### config.mk
export PLATFORM = sky130hd
export DESIGN_NAME = rk4ds_ctrl
export DESIGN_NICKNAME = d
export VERILOG_FILES = /design/src/sv/rk4ds_pkg.sv /design/src/sv/rk4ds_ctrl.sv
export SDC_FILE = /design/constraint.sdc
export NUM_CORES = 1
export LEC_CHECK = 0
export ABC_AREA = 1
export BUFFER_PORTS_ARGS = -buffer_cell sky130_fd_sc_hd__buf_2
export CAP_MARGIN = 20
export CELL_PAD_IN_SITES_DETAIL_PLACEMENT = 1
export CELL_PAD_IN_SITES_GLOBAL_PLACEMENT = 2
export CORE_AREA = 2 2 41 81
export CTS_BUF_LIST = sky130_fd_sc_hd__clkbuf_2 sky130_fd_sc_hd__clkbuf_4 sky130_fd_sc_hd__clkbuf_8
export DETAILED_ROUTE_END_ITERATION = 7
export DIE_AREA = 0 0 43 83
export MAX_ROUTING_LAYER = met4
export PLACE_DENSITY_LB_ADDON = 0.08
export SLEW_MARGIN = 30
export SYNTH_ARGS = -nofsm -noshare
export SYNTH_HDL_FRONTEND = slang
export SYNTH_SLANG_ARGS = --single-unit
export TNS_END_PERCENT = 1
### constraint.sdc
create_clock -name clk_i -period 1.6 [get_ports clk_i]
set_clock_uncertainty 0.1 [all_clocks]
set_input_delay 0.16 -clock clk_i [delete_from_list [all_inputs] [get_ports clk_i]]
set_output_delay 0.16 -clock clk_i [all_outputs]
set_load 0.05 [all_outputs]
### src/sv/rk4ds_pkg.sv
// Shared types, constants and helpers for the damped spring RK4 integrator.
// Used by the channel interfaces, the controller, the datapath and the top level.
// No dependencies.
`default_nettype none

package rk4ds_pkg;

  // Field and register widths.
  localparam int unsigned DATA_W    = 32;
  localparam int unsigned CFG_W     = 24;
  localparam int unsigned CFG_IDX_W = 1;
  localparam int unsigned DT_W      = 16;

  // Weighted derivative sums need three bits over a state word.
  localparam int unsigned SUM_W  = DATA_W + 3;

  // Shared multiplier: signed 35 x signed 25.
  localparam int unsigned OPA_W  = SUM_W;
  localparam int unsigned OPB_W  = CFG_W + 1;
  localparam int unsigned PROD_W = OPA_W + OPB_W;

  // Divide-by-three unit: one hex digit per cycle.
  localparam int unsigned DIV_W       = 36;
  localparam int unsigned DIV_DIGIT_W = 4;
  localparam int unsigned DIV_STEPS   = DIV_W / DIV_DIGIT_W;
  localparam int unsigned DIV_CNT_W   = $clog2(DIV_STEPS + 1);

  // Sequencer step counter.
  localparam int unsigned STEP_W = 5;
  localparam logic [STEP_W-1:0] LAST_STEP = 5'd18;

  typedef enum logic {
    KIND_ADVANCE = 1'b0,
    KIND_LOAD    = 1'b1
  } item_kind_e;

  typedef enum logic [CFG_IDX_W-1:0] {
    REG_STIFFNESS = 1'b0,
    REG_DAMPING   = 1'b1
  } cfg_reg_e;

  typedef enum logic [1:0] {
    ST_IDLE,
    ST_RUN,
    ST_DIV,
    ST_FIN
  } ctrl_state_e;

  // Multiplier operand A source.
  typedef enum logic [2:0] {
    OPA_XS,
    OPA_VS,
    OPA_DV,
    OPA_SX,
    OPA_SV
  } opa_sel_e;

  // Multiplier operand B source.
  typedef enum logic [1:0] {
    OPB_K,
    OPB_B,
    OPB_DT
  } opb_sel_e;

  // What to do with the registered product.
  typedef enum logic [2:0] {
    POST_NONE,
    POST_FX,
    POST_ACC,
    POST_XS,
    POST_VS,
    POST_FSX,
    POST_FSV
  } post_op_e;

  typedef struct packed {
    logic       latch;
    opa_sel_e   opa;
    opb_sel_e   opb;
    post_op_e   post;
    logic       dbl;
    logic       full;
    logic       div_start;
    logic       commit;
    logic       commit_load;
  } dp_cmd_t;

  typedef struct packed {
    logic div_done;
  } dp_status_t;

  // Clamp a wide signed value to the signed 32-bit range.
  function automatic logic signed [DATA_W-1:0] sat32(input logic signed [63:0] v);
    logic signed [63:0] hi;
    logic signed [63:0] lo;
    hi = 64'sh0000_0000_7FFF_FFFF;
    lo = 64'shFFFF_FFFF_8000_0000;
    if (v > hi) begin
      return 32'sh7FFF_FFFF;
    end else if (v < lo) begin
      return 32'sh8000_0000;
    end
    return v[DATA_W-1:0];
  endfunction

endpackage

`default_nettype wire

### src/sv/rk4ds_ctrl.sv
// Controller of the integrator: handshakes, the step sequencer that drives the
// shared multiplier, and the result word valid flag. Needs rk4ds_pkg.
`default_nettype none

module rk4ds_ctrl import rk4ds_pkg::*; (
  input  logic       clk_i,
  input  logic       rst_ni,
  input  logic       in_valid_i,
  input  logic       in_kind_i,
  output logic       in_ready_o,
  output logic       out_valid_o,
  input  logic       out_ready_i,
  output dp_cmd_t    cmd_o,
  input  dp_status_t status_i
);

  ctrl_state_e       state_q;
  ctrl_state_e       state_d;
  logic [STEP_W-1:0] step_q;
  logic [STEP_W-1:0] step_d;
  logic              load_q;
  logic              load_d;
  logic              out_valid_q;
  logic              out_valid_d;
  logic              slot_free;

  // The result register can take a new word when empty or being drained.
  assign slot_free = !out_valid_q || out_ready_i;

  // Next state.
  always_comb begin
    state_d = state_q;
    step_d  = step_q;
    load_d  = load_q;
    unique case (state_q)
      ST_IDLE: begin
        if (in_valid_i) begin
          load_d  = (item_kind_e'(in_kind_i) == KIND_LOAD);
          step_d  = '0;
          state_d = (item_kind_e'(in_kind_i) == KIND_LOAD) ? ST_FIN : ST_RUN;
        end
      end
      ST_RUN: begin
        if (step_q == LAST_STEP) begin
          state_d = ST_DIV;
        end else begin
          step_d = step_q + STEP_W'(1);
        end
      end
      ST_DIV: begin
        if (status_i.div_done) begin
          state_d = ST_FIN;
        end
      end
      ST_FIN: begin
        if (slot_free) begin
          state_d = ST_IDLE;
        end
      end
      default: state_d = ST_IDLE;
    endcase
  end

  // Outputs and the multiplier schedule. A product issued in one step is
  // consumed by the post operation of the next step.
  always_comb begin
    cmd_o             = '0;
    cmd_o.opa         = OPA_XS;
    cmd_o.opb         = OPB_K;
    cmd_o.post        = POST_NONE;
    in_ready_o        = 1'b0;
    unique case (state_q)
      ST_IDLE: begin
        in_ready_o  = 1'b1;
        cmd_o.latch = in_valid_i;
      end
      ST_RUN: begin
        unique case (step_q)
          // First derivative at the stored state.
          5'd0:  begin cmd_o.opa = OPA_XS; cmd_o.opb = OPB_K;  end
          5'd1:  begin cmd_o.opa = OPA_VS; cmd_o.opb = OPB_B;  cmd_o.post = POST_FX; end
          5'd2:  begin cmd_o.opa = OPA_VS; cmd_o.opb = OPB_DT; cmd_o.post = POST_ACC; end
          // Second derivative, half step along the first.
          5'd3:  begin cmd_o.opa = OPA_DV; cmd_o.opb = OPB_DT; cmd_o.post = POST_XS; end
          5'd4:  begin cmd_o.opa = OPA_XS; cmd_o.opb = OPB_K;  cmd_o.post = POST_VS; end
          5'd5:  begin cmd_o.opa = OPA_VS; cmd_o.opb = OPB_B;  cmd_o.post = POST_FX; end
          5'd6:  begin
            cmd_o.opa = OPA_VS; cmd_o.opb = OPB_DT; cmd_o.post = POST_ACC; cmd_o.dbl = 1'b1;
          end
          // Third derivative, half step along the second.
          5'd7:  begin cmd_o.opa = OPA_DV; cmd_o.opb = OPB_DT; cmd_o.post = POST_XS; end
          5'd8:  begin cmd_o.opa = OPA_XS; cmd_o.opb = OPB_K;  cmd_o.post = POST_VS; end
          5'd9:  begin cmd_o.opa = OPA_VS; cmd_o.opb = OPB_B;  cmd_o.post = POST_FX; end
          5'd10: begin
            cmd_o.opa = OPA_VS; cmd_o.opb = OPB_DT; cmd_o.post = POST_ACC; cmd_o.dbl = 1'b1;
          end
          // Fourth derivative, full step along the third.
          5'd11: begin
            cmd_o.opa = OPA_DV; cmd_o.opb = OPB_DT; cmd_o.post = POST_XS; cmd_o.full = 1'b1;
          end
          5'd12: begin
            cmd_o.opa = OPA_XS; cmd_o.opb = OPB_K; cmd_o.post = POST_VS; cmd_o.full = 1'b1;
          end
          5'd13: begin cmd_o.opa = OPA_VS; cmd_o.opb = OPB_B; cmd_o.post = POST_FX; end
          5'd14: begin cmd_o.post = POST_ACC; end
          // Scale the weighted sums by the time step.
          5'd15: begin cmd_o.opa = OPA_SX; cmd_o.opb = OPB_DT; end
          5'd16: begin cmd_o.opa = OPA_SV; cmd_o.opb = OPB_DT; cmd_o.post = POST_FSX; end
          5'd17: begin cmd_o.post = POST_FSV; end
          5'd18: begin cmd_o.div_start = 1'b1; end
          default: ;
        endcase
      end
      ST_DIV: ;
      ST_FIN: begin
        cmd_o.commit      = slot_free;
        cmd_o.commit_load = load_q;
      end
      default: ;
    endcase
  end

  // Result word valid flag.
  always_comb begin
    out_valid_d = out_valid_q;
    if (state_q == ST_FIN && slot_free) begin
      out_valid_d = 1'b1;
    end else if (out_ready_i) begin
      out_valid_d = 1'b0;
    end
  end

  always_ff @(posedge clk_i or negedge rst_ni) begin
    if (!rst_ni) begin
      state_q     <= ST_IDLE;
      step_q      <= '0;
      load_q      <= 1'b0;
      out_valid_q <= 1'b0;
    end else begin
      state_q     <= state_d;
      step_q      <= step_d;
      load_q      <= load_d;
      out_valid_q <= out_valid_d;
    end
  end

  assign out_valid_o = out_valid_q;

endmodule

`default_nettype wire

======== Yosys cells after proc, flatten, opt, wreduce, memory -nomap -nowiden ========
Index checks and enable logic that the tools add are counted.
word-level totals
  bits of input ports ..................... 6
  output and inout port bits .............. 16
  bits in registers ....................... 9
  word-level logic and storage cells ...... 67
operators by class
  reductions and logical operators ........ 16
  multiplexer cells ....................... 20
  eq/ne operators ......................... 26
  add/sub/neg operators ................... 1
operators with widths
  kind                                                 count
  equality test 5 x 4 -> 1 bit, second input constant  8
  one-hot mux 5 bit (5 select lines)                   1
  equality test 5 x 3 -> 1 bit, second input constant  4
  one-hot mux 3 bit (6 select lines)                   1
  equality test 5 bit, second input constant           3
  2-to-1 mux 2 bit                                     6
  2-to-1 mux 11 bit                                    1
  equality test 5 x 2 -> 1 bit, second input constant  2
  2-to-1 mux 5 bit                                     2
  inequality test 2 bit, second input constant         5
  one-hot mux 5 bit (2 select lines)                   1
  OR reduction 3 bit                                   3
  one-hot mux 2 bit (4 select lines)                   1
  OR reduction 4 bit                                   2
  2-to-1 mux 1 bit                                     7
  adder 5 x 1 -> 5 bit, second input constant          1
  equality test 5 x 1 -> 1 bit, second input constant  1
  equality test 2 bit, second input constant           2
  AND reduction 4 bit                                  1
  nonzero test 2 bit                                   2
  OR reduction 2 bit                                   2
  AND reduction 3 bit                                  1
  equality test 2 x 1 -> 1 bit, second input constant  1
  logical NOT 2 bit                                    1
  other kinds (4)                                      4

======== Depth between registers and ports, before layout ========
Gate-level depths: netlist of the first run.
  word-level depth ........................ 4
  gate-level depth with buffers ........... 9
  mapped depth without buffers ............ 9

======== Least setup slack after synthesis of the first run ========
Ideal clock, no wire load.
  path type ............................... flip-flop to output port
  start ................................... register state_q[1]
  end ..................................... output cmd_o[4] in the netlist's numbering
  cell stages (with the launch flop) ...... 6
  path slack .............................. -600 ps
  required time ........................... 1340 ps
  buffers on the path ..................... 1
  data arrival time ....................... 1940 ps
  cell sequence ........................... dfrtp_1 inv_1 ha_1 buf_6 inv_1 nor3_1
RTL lines
  what                      line               text
  start: declaration        rk4ds_ctrl.sv:17   ctrl_state_e state_q;
  start signal: assignment  rk4ds_ctrl.sv:140  state_q <= state_d;
  end: declaration          rk4ds_ctrl.sv:13   output dp_cmd_t cmd_o,

==> summary.md, run 1 <==
| Metric | Value |
|---|---|
| Status | `complete, but fails checks` |
| Slew Limit Fails | `0` |
| Commonest non-fill, non-tap cell in the layout | `nand2_1` |
| Arrival time worst endpoint | `1560 ps` |
| Crit path time final | `around 1800 ps` |
| Rel. slew slack | `between 70% and 80%` |
| Final ANT Viol Nets | `0` |
| Req. time, crit path | `about 1300 ps` |
| Period utilisation layout | `114%` |
| Drt initial violations | `5` |
| Compound-Gate Fraction of Synth Area | `7.19%` |
| Max-cap violations | `0` |
| I/O pins | `22` |
| Number of H-tree levels | `1` |
| DP HPWL | `around 2000 um` |
| Setup slack, reg-to-reg | `approximately 130 ps` |
| Layout cells sized above 1 | `43.5%` |
| CTS Root Cell | `clkbuf_8` |
| Vias post-DR | `between 800 and 900` |
| CTS clk-pin slew, worst paths | `roughly 40 ps` |
| Core box area | `between 2000 and 3000 um^2` |
| Sequential fraction of the synthesis area | `between 20% and 30%` |
| Antenna violations before repair | `0` |
| Length of routed met2 wiring | `1550 um` |
| First-pass GRT wire length | `4040 um` |
| XOR/XNOR share of the synthesized area | `0%` |
| Worst vdd ir | `0.683 mV` |
| IO Port Bufs | `21` |
| Vias in the first global route | `between 900 and 1000` |
| Worst hold path class | `input port to flop` |
| Global route overflow | `0` |
| Met3 WL post-DR | `around 46 um` |
| Vias per cell | `4.66` |
| Post-synthesis simple-gate area fraction | `between 30 and 40%` |
| Synthesized net count | `about 140` |
| Num CTS Buffers | `3` |
| # clock sinks | `9` |
| Most frequent cells in the layout | `nand2_1 (35), buf_4 (23), inv_1 (18)` |
| Failing checks | `negative setup slack` |
| Final setup violation count | `11` |
| Fillers | `around 390` |
| Hold WS | `about 120 ps` |
| Syn avg cell area | `between 6 and 7 um^2` |
| Synth cell types | `18` |
| Largest family of logic cells by synthesized area | `simple AND/OR/NAND/NOR gates` |
| Crit-path max FO | `4` |
| CTS tree | `built` |
| Routed WL per cell | `around 13 um` |
| Synth Area in Adders | `between 10 and 15%` |
| Initial DRT Pass Iterations | `4` |
| Final nets | `between 150 and 200` |
| Fin worst setup slack | `-217 ps` |
| Worst Tran Pin Value | `about 360 ps` |
| ANT cells | `0` |
| Final instance area | `1250 um^2` |
| TNS Setup | `-1360 ps` |
| Largest net degree at the start of global routing | `10` |
| Setup CP Type | `flop to output port` |
| Starting Density | `between 20% and 30%` |
| Horiz. Die Dim | `about 43 um` |
| CP Capture Type | `output port` |
| Static leakage | `0.678 nW` |
| F_max | `0.550 GHz` |
| GRT Util Overall | `approximately 15%` |
| Mapped cell area | `801 um^2` |
| Hold Vio Cnt, Final | `0` |
| Total power draw | `1.95 mW` |
| CP Launch Type | `flop` |
| Placed Area | `around 1100 um^2` |
| Final WL | `2430 um` |
| Synth warn | `0` |
| Bufs on Longest Clock Path | `2` |
| Pwr/cell area | `between 1500 and 2000 nW/um^2` |
| Mapped Cells | `120` |
| Max layer used | `met4` |
| Worst-Skew Late Latency | `230 ps` |
| Final core occ | `42.6%` |
| Register bit total from synthesis | `9` |
| DRT met1 WL | `about 800 um` |
| Die Y-Extent | `between 80 and 90 um` |
| Placer Congestion | `0.768` |
| Number of remaining DRC errors | `0` |
| Die Footprint | `between 3000 and 4000 um^2` |
| Multiplexer share of the synthesized area | `0%` |
| Area grow syn2layout | `56.7%` |
| FP Rows | `28` |
| RSZ-0062 raised after global routing | `true` |
## routing by layer
| layer | vias up | track usage, % |
|---|---|---|
| li1 | 454 | - |
| met5 | - | - |
| met3 | 4 | 1.30 |
| met1 | 419 | 12.6 |
| met4 | 0 | 4.96 |
| met2 | 14 | 31.8 |
## final timing paths
| check | cells past startpoint | to | startpoint |
|---|---|---|---|
| max | 9 | cmd_o[9] | step_q[0]$_DFFE_PN0P_ |
| min | 4 | out_valid_o$_DFFE_PN0P_ | out_ready_i |
| max reg2reg | 7 | step_q[0]$_DFFE_PN0P_ | step_q[1]$_DFFE_PN0P_ |
| min reg2reg | 2 | load_q$_DFFE_PN0P_ | load_q$_DFFE_PN0P_ |
| max in group asynchronous | 2 | state_q[0]$_DFFE_PN0P_ | rst_ni |
| min in group asynchronous | 2 | out_valid_o$_DFFE_PN0P_ | rst_ni |
## cells in the mapped netlist
| cell | n | area share [%] |
|---|---|---|
| nand4_1 | 1 | 0.78 |
| a31oi_1 | 2 | 1.6 |
| inv_1 | 22 | 10 |
| nor3_1 | 1 | 0.62 |
| ha_1 | 9 | 14 |
| nor2_1 | 11 | 5.2 |
| nand3b_1 | 1 | 0.94 |
| nand2_1 | 35 | 16 |
| nand3_1 | 13 | 8.1 |
| o21ai_0 | 5 | 3.1 |
| nand2_2 | 1 | 0.78 |
| a21oi_1 | 4 | 2.5 |
| or2_2 | 1 | 0.78 |
| nor2_4 | 1 | 1.4 |
| nand4_2 | 1 | 1.6 |
| buf_6 | 2 | 2.8 |
| dfrtp_1 | 9 | 28 |
| buf_4 | 1 | 0.94 |
## power breakdown
group	leakage, nW	switching (mW)	internal [mW]
logic	0.536	0.826	0.484
registers	0.116	0.0678	0.301
clock network	0.0262	0.0840	0.190
## final cells by class
cell class / instances / area [um^2] / share of cell area (%)
Sequential cell: 9 / 226 / 18.0
Tap cell: 30 / 37.5 / 2.99
Multi-Input combinational cell: 86 / 547 / 43.6
Timing Repair Buffer: 40 / 313 / 24.9
Clock buffer: 4 / 48.8 / 3.89
Inverter: 22 / 82.6 / 6.58
## per-stage QoR
stage | instances | setup slack, ps
after floorplan | 120 | -223
after global placement | 184 | -82.6
after detailed placement | 184 | -137
after CTS | 191 | -220
after global routing | 191 | -304
final | 191 | -217
## flip-flops by register name, summed over array words and instances, names as in the netlist
signal       cells
step_q           5
state_q          2
load_q           1
out_valid_o      1
## kinds of logic after synthesis
logic type / Yosys count
simple gates: 66
buf+inv: 25
compound gates: 11
fa+ha+maj: 9
flops: 9
## critical path, stage by stage (launching register included)
cell and delay (ps):
dfrtp_1 400, ha_2 210, inv_2 60, nor2_2 40
ha_2 170, inv_2 70, nand2_1 50, nor2_1 110
nor2_2 50, buf_6 160
## what timing repair did
| item | in CTS | in global routing |
|---|---|---|
| resized for setup | 29 | 13 |
| pin swaps | 3 | 1 |
| endpoints found under the setup margin | 15 | 21 |
| endpoints found under the hold margin | 9 | 0 |
| setup buffers | 2 | 0 |
| hold buffers | 1 | 0 |
(Power assumes the default switching activity.)
==> inputs of run 2 (changes only) <==
GPL_TIMING_DRIVEN = 0   (was unset)
==> summary.md, run 2 (synthesis results as in run 1) <==
| Metric | Value |
|---|---|
| Status | `complete, but fails checks` |
| Failing checks | `negative setup slack` |
| Vias in the first global route | `965 (+3.3%)` |
| Period utilisation layout | `113% (-0.56 points)` |
| Hold EP | `out_valid_o$_DFFE_PN0P_` |
| Starting Density | `27.2% (unchanged)` |
| Largest reg by FF count | `step_q` |
| Slowest CP cell | `dfrtp_2` |
| Bufs on Longest Clock Path | `2 (unchanged)` |
| Pwr/cell area | `1610 nW/um^2 (+3.7%)` |
| TNS Setup | `-1410 ps (-50.7 ps)` |
| CP Capture Type | `output port` |
| Req. time, crit path | `1340 ps (about the same)` |
| Die Y-Extent | `83 um (unchanged)` |
| CTS tree | `built` |
| Number of H-tree levels | `1 (unchanged)` |
| Biggest regs | `step_q: 5 flops, state_q: 2 flops` |
| Antenna violations before repair | `0 (unchanged)` |
| DP HPWL | `1880 um (-7.7%)` |
| Placer Congestion | `0.719 (-6.4%)` |
| Setup slack, reg-to-reg | `110 ps (-20 ps)` |
| Largest net degree at the start of global routing | `10 (unchanged)` |
| Worst-Skew Late Latency | `240 ps (about the same)` |
| Worst Tran Pin Value | `254 ps (-106 ps)` |
| Drt initial violations | `4 (-1)` |
| Global route overflow | `0 (unchanged)` |
| Max reg flops | `5 (unchanged)` |
| Hold_sp | `out_ready_i` |
| Crit path time final | `1810 ps (-9.01 ps)` |
| Worst vdd ir | `0.764 mV (+12%)` |
| Setup CP Type | `flop to output port` |
| Number of remaining DRC errors | `0 (unchanged)` |
| Horiz. Die Dim | `43 um (unchanged)` |
| I/O pins | `22 (unchanged)` |
| CP max stage delay | `440 ps (+40 ps)` |
| Rel. slew slack | `83.2% (+7.2 points)` |
| F_max | `0.553 GHz (+0.50%)` |
| # clock sinks | `9 (unchanged)` |
| Final WL | `2420 um (-0.16%)` |
| Reg-to-reg endpoint | `state_q[0]$_DFFE_PN0P_` |
| Crit-path max FO | `4 (unchanged)` |
| Final cell count without fillers | `186 (-2.6%)` |
| Critical Path, Cell by Cell | `ha_4, inv_2, nor2_2, ha_2, inv_4, nand2_2, nor2_2, nor2_2, buf_6` |
| Fin worst setup slack | `-208 ps (+9.01 ps)` |
| Area grow syn2layout | `64.2%` |
| Vias post-DR | `887 (-0.45%)` |
| ANT cells | `0 (unchanged)` |
| R2r worst-path depth | `9 (+2)` |
| CTS clk-pin slew, worst paths | `50 ps (about the same)` |
| Hold Crit Depth | `4 (unchanged)` |
| FP Rows | `28 (unchanged)` |
| CTS Root Cell | `clkbuf_8` |
| First-pass GRT wire length | `4230 um (+4.6%)` |
| Initial DRT Pass Iterations | `3 (-1)` |
| Num CTS Buffers | `3 (unchanged)` |
| GRT Util Overall | `16.0% (+0.75 points)` |
| Commonest non-fill, non-tap cell in the layout | `nand2_1` |
| Most frequent cells in the layout | `nand2_1 (30), inv_1 (14), buf_4 (14)` |
| Final nets | `172 (-2.8%)` |
| Final ANT Viol Nets | `0 (unchanged)` |
| Arrival time worst endpoint | `1550 ps (about the same)` |
| Cell Count Post-Placement | `171 (-7.1%)` |
| Vias per cell | `4.77 (+2.2%)` |
| Max-cap violations | `0 (unchanged)` |
| Slew Limit Fails | `0 (unchanged)` |
| Core box area | `2940 um^2 (unchanged)` |
| Final setup violation count | `11 (unchanged)` |
| IO Port Bufs | `21 (unchanged)` |
| Worst hold path class | `input port to flop` |
| RSZ-0062 raised after global routing | `true` |
| Layout cells sized above 1 | `50.0% (+6.5 points)` |
| Routed WL per cell | `13.0 um (+2.5%)` |
| Static leakage | `0.666 nW (-1.8%)` |
| Hold Vio Cnt, Final | `0 (unchanged)` |
| Most frequent CP cell | `nor2_2` |
| CP Launch Type | `flop` |
| R2R Path Start | `state_q[1]$_DFFE_PN0P_` |
| Die Footprint | `3570 um^2 (unchanged)` |
run 2: cell count changes in the layout (fill, tap and decap cells not counted), moves of 2 or more:
cell | before | now
buf_4 | 23 | 14
inv_2 | 4 | 6
nand2_1 | 35 | 30
buf_6 | 8 | 11
nand2_4 | 0 | 2
ha_2 | 5 | 3
dfrtp_1 | 8 | 6
inv_1 | 18 | 14
ha_4 | 2 | 5
dfrtp_2 | 1 | 3
nand2_2 | 1 | 4
run 2: worst max path at each step:
stage / from / slack (ps) / endpoint / cells after the start
floorplan: state_q[1]$_DFFE_PN0P_ / -220 / cmd_o[4] / 5
global placement: step_q[0]$_DFFE_PN0P_ / -240 / cmd_o[9] / 9
detailed placement: step_q[0]$_DFFE_PN0P_ / -300 / cmd_o[9] / 9
CTS: step_q[1]$_DFFE_PN0P_ / -230 / cmd_o[9] / 9
global route: step_q[0]$_DFFE_PN0P_ / -270 / cmd_o[9] / 9
finish: step_q[0]$_DFFE_PN0P_ / -210 / cmd_o[9] / 9
run 2: per-layer routing:
metal | wire (um) | track usage [%] | vias to the layer above
li1 | - | - | 446
met1 | 718 | 12.5 | 414
met2 | 1550 | 32.1 | 19
met3 | 44 | 1.30 | 8
met4 | 104 | 9.37 | 0
met5 | 0 | - | -
run 2: metrics by stage:
step | total power [mW] | cell area, um^2 | hold WS (ps) | setup WS [ps] | utilization, %
floorplan | 1.18 | 828 | -236 | -223 | -
global placement | 1.41 | 971 | -74.3 | -241 | 33.0
detailed placement | 1.43 | 971 | -71.6 | -301 | 33.0
CTS | 2.10 | 1290 | 102 | -227 | 43.9
global route | 2.30 | 1320 | 133 | -269 | 44.7
finish | 2.12 | 1320 | 101 | -208 | 44.7
run 2: report_power, final:
part / internal (mW) / switching [mW]
registers: 0.303 / 0.0777
logic: 0.575 / 0.879
clock network: 0.191 / 0.0959
total: 1.07 / 1.05
run 2: what timing repair did:
action,CTS,global route
pin swaps,4,3
setup buffers,10,1
setup endpoints to repair,17,21
hold endpoints to repair,9,0
hold buffers,1,0
gates resized for setup,56,10
run 2: area by class of cell:
cell class                 instances  area [um^2]
timing repair buffer              33          278
buffer                             2         18.8
multi-input combinational         86          614
clock buffer                       4         48.8
fill                             396         1630
inverter                          22         88.8
sequential                         9          229
tap                               30         37.5
run 2: worst max-delay path, delay by kind of cell, from the launching register on:
family / cells / cell delay (ps)
AND/OR/NAND/NOR: 4 / 220
buffers and inverters: 3 / 290
adder cells (fa/ha/maj): 2 / 360
flip-flops: 1 / 440
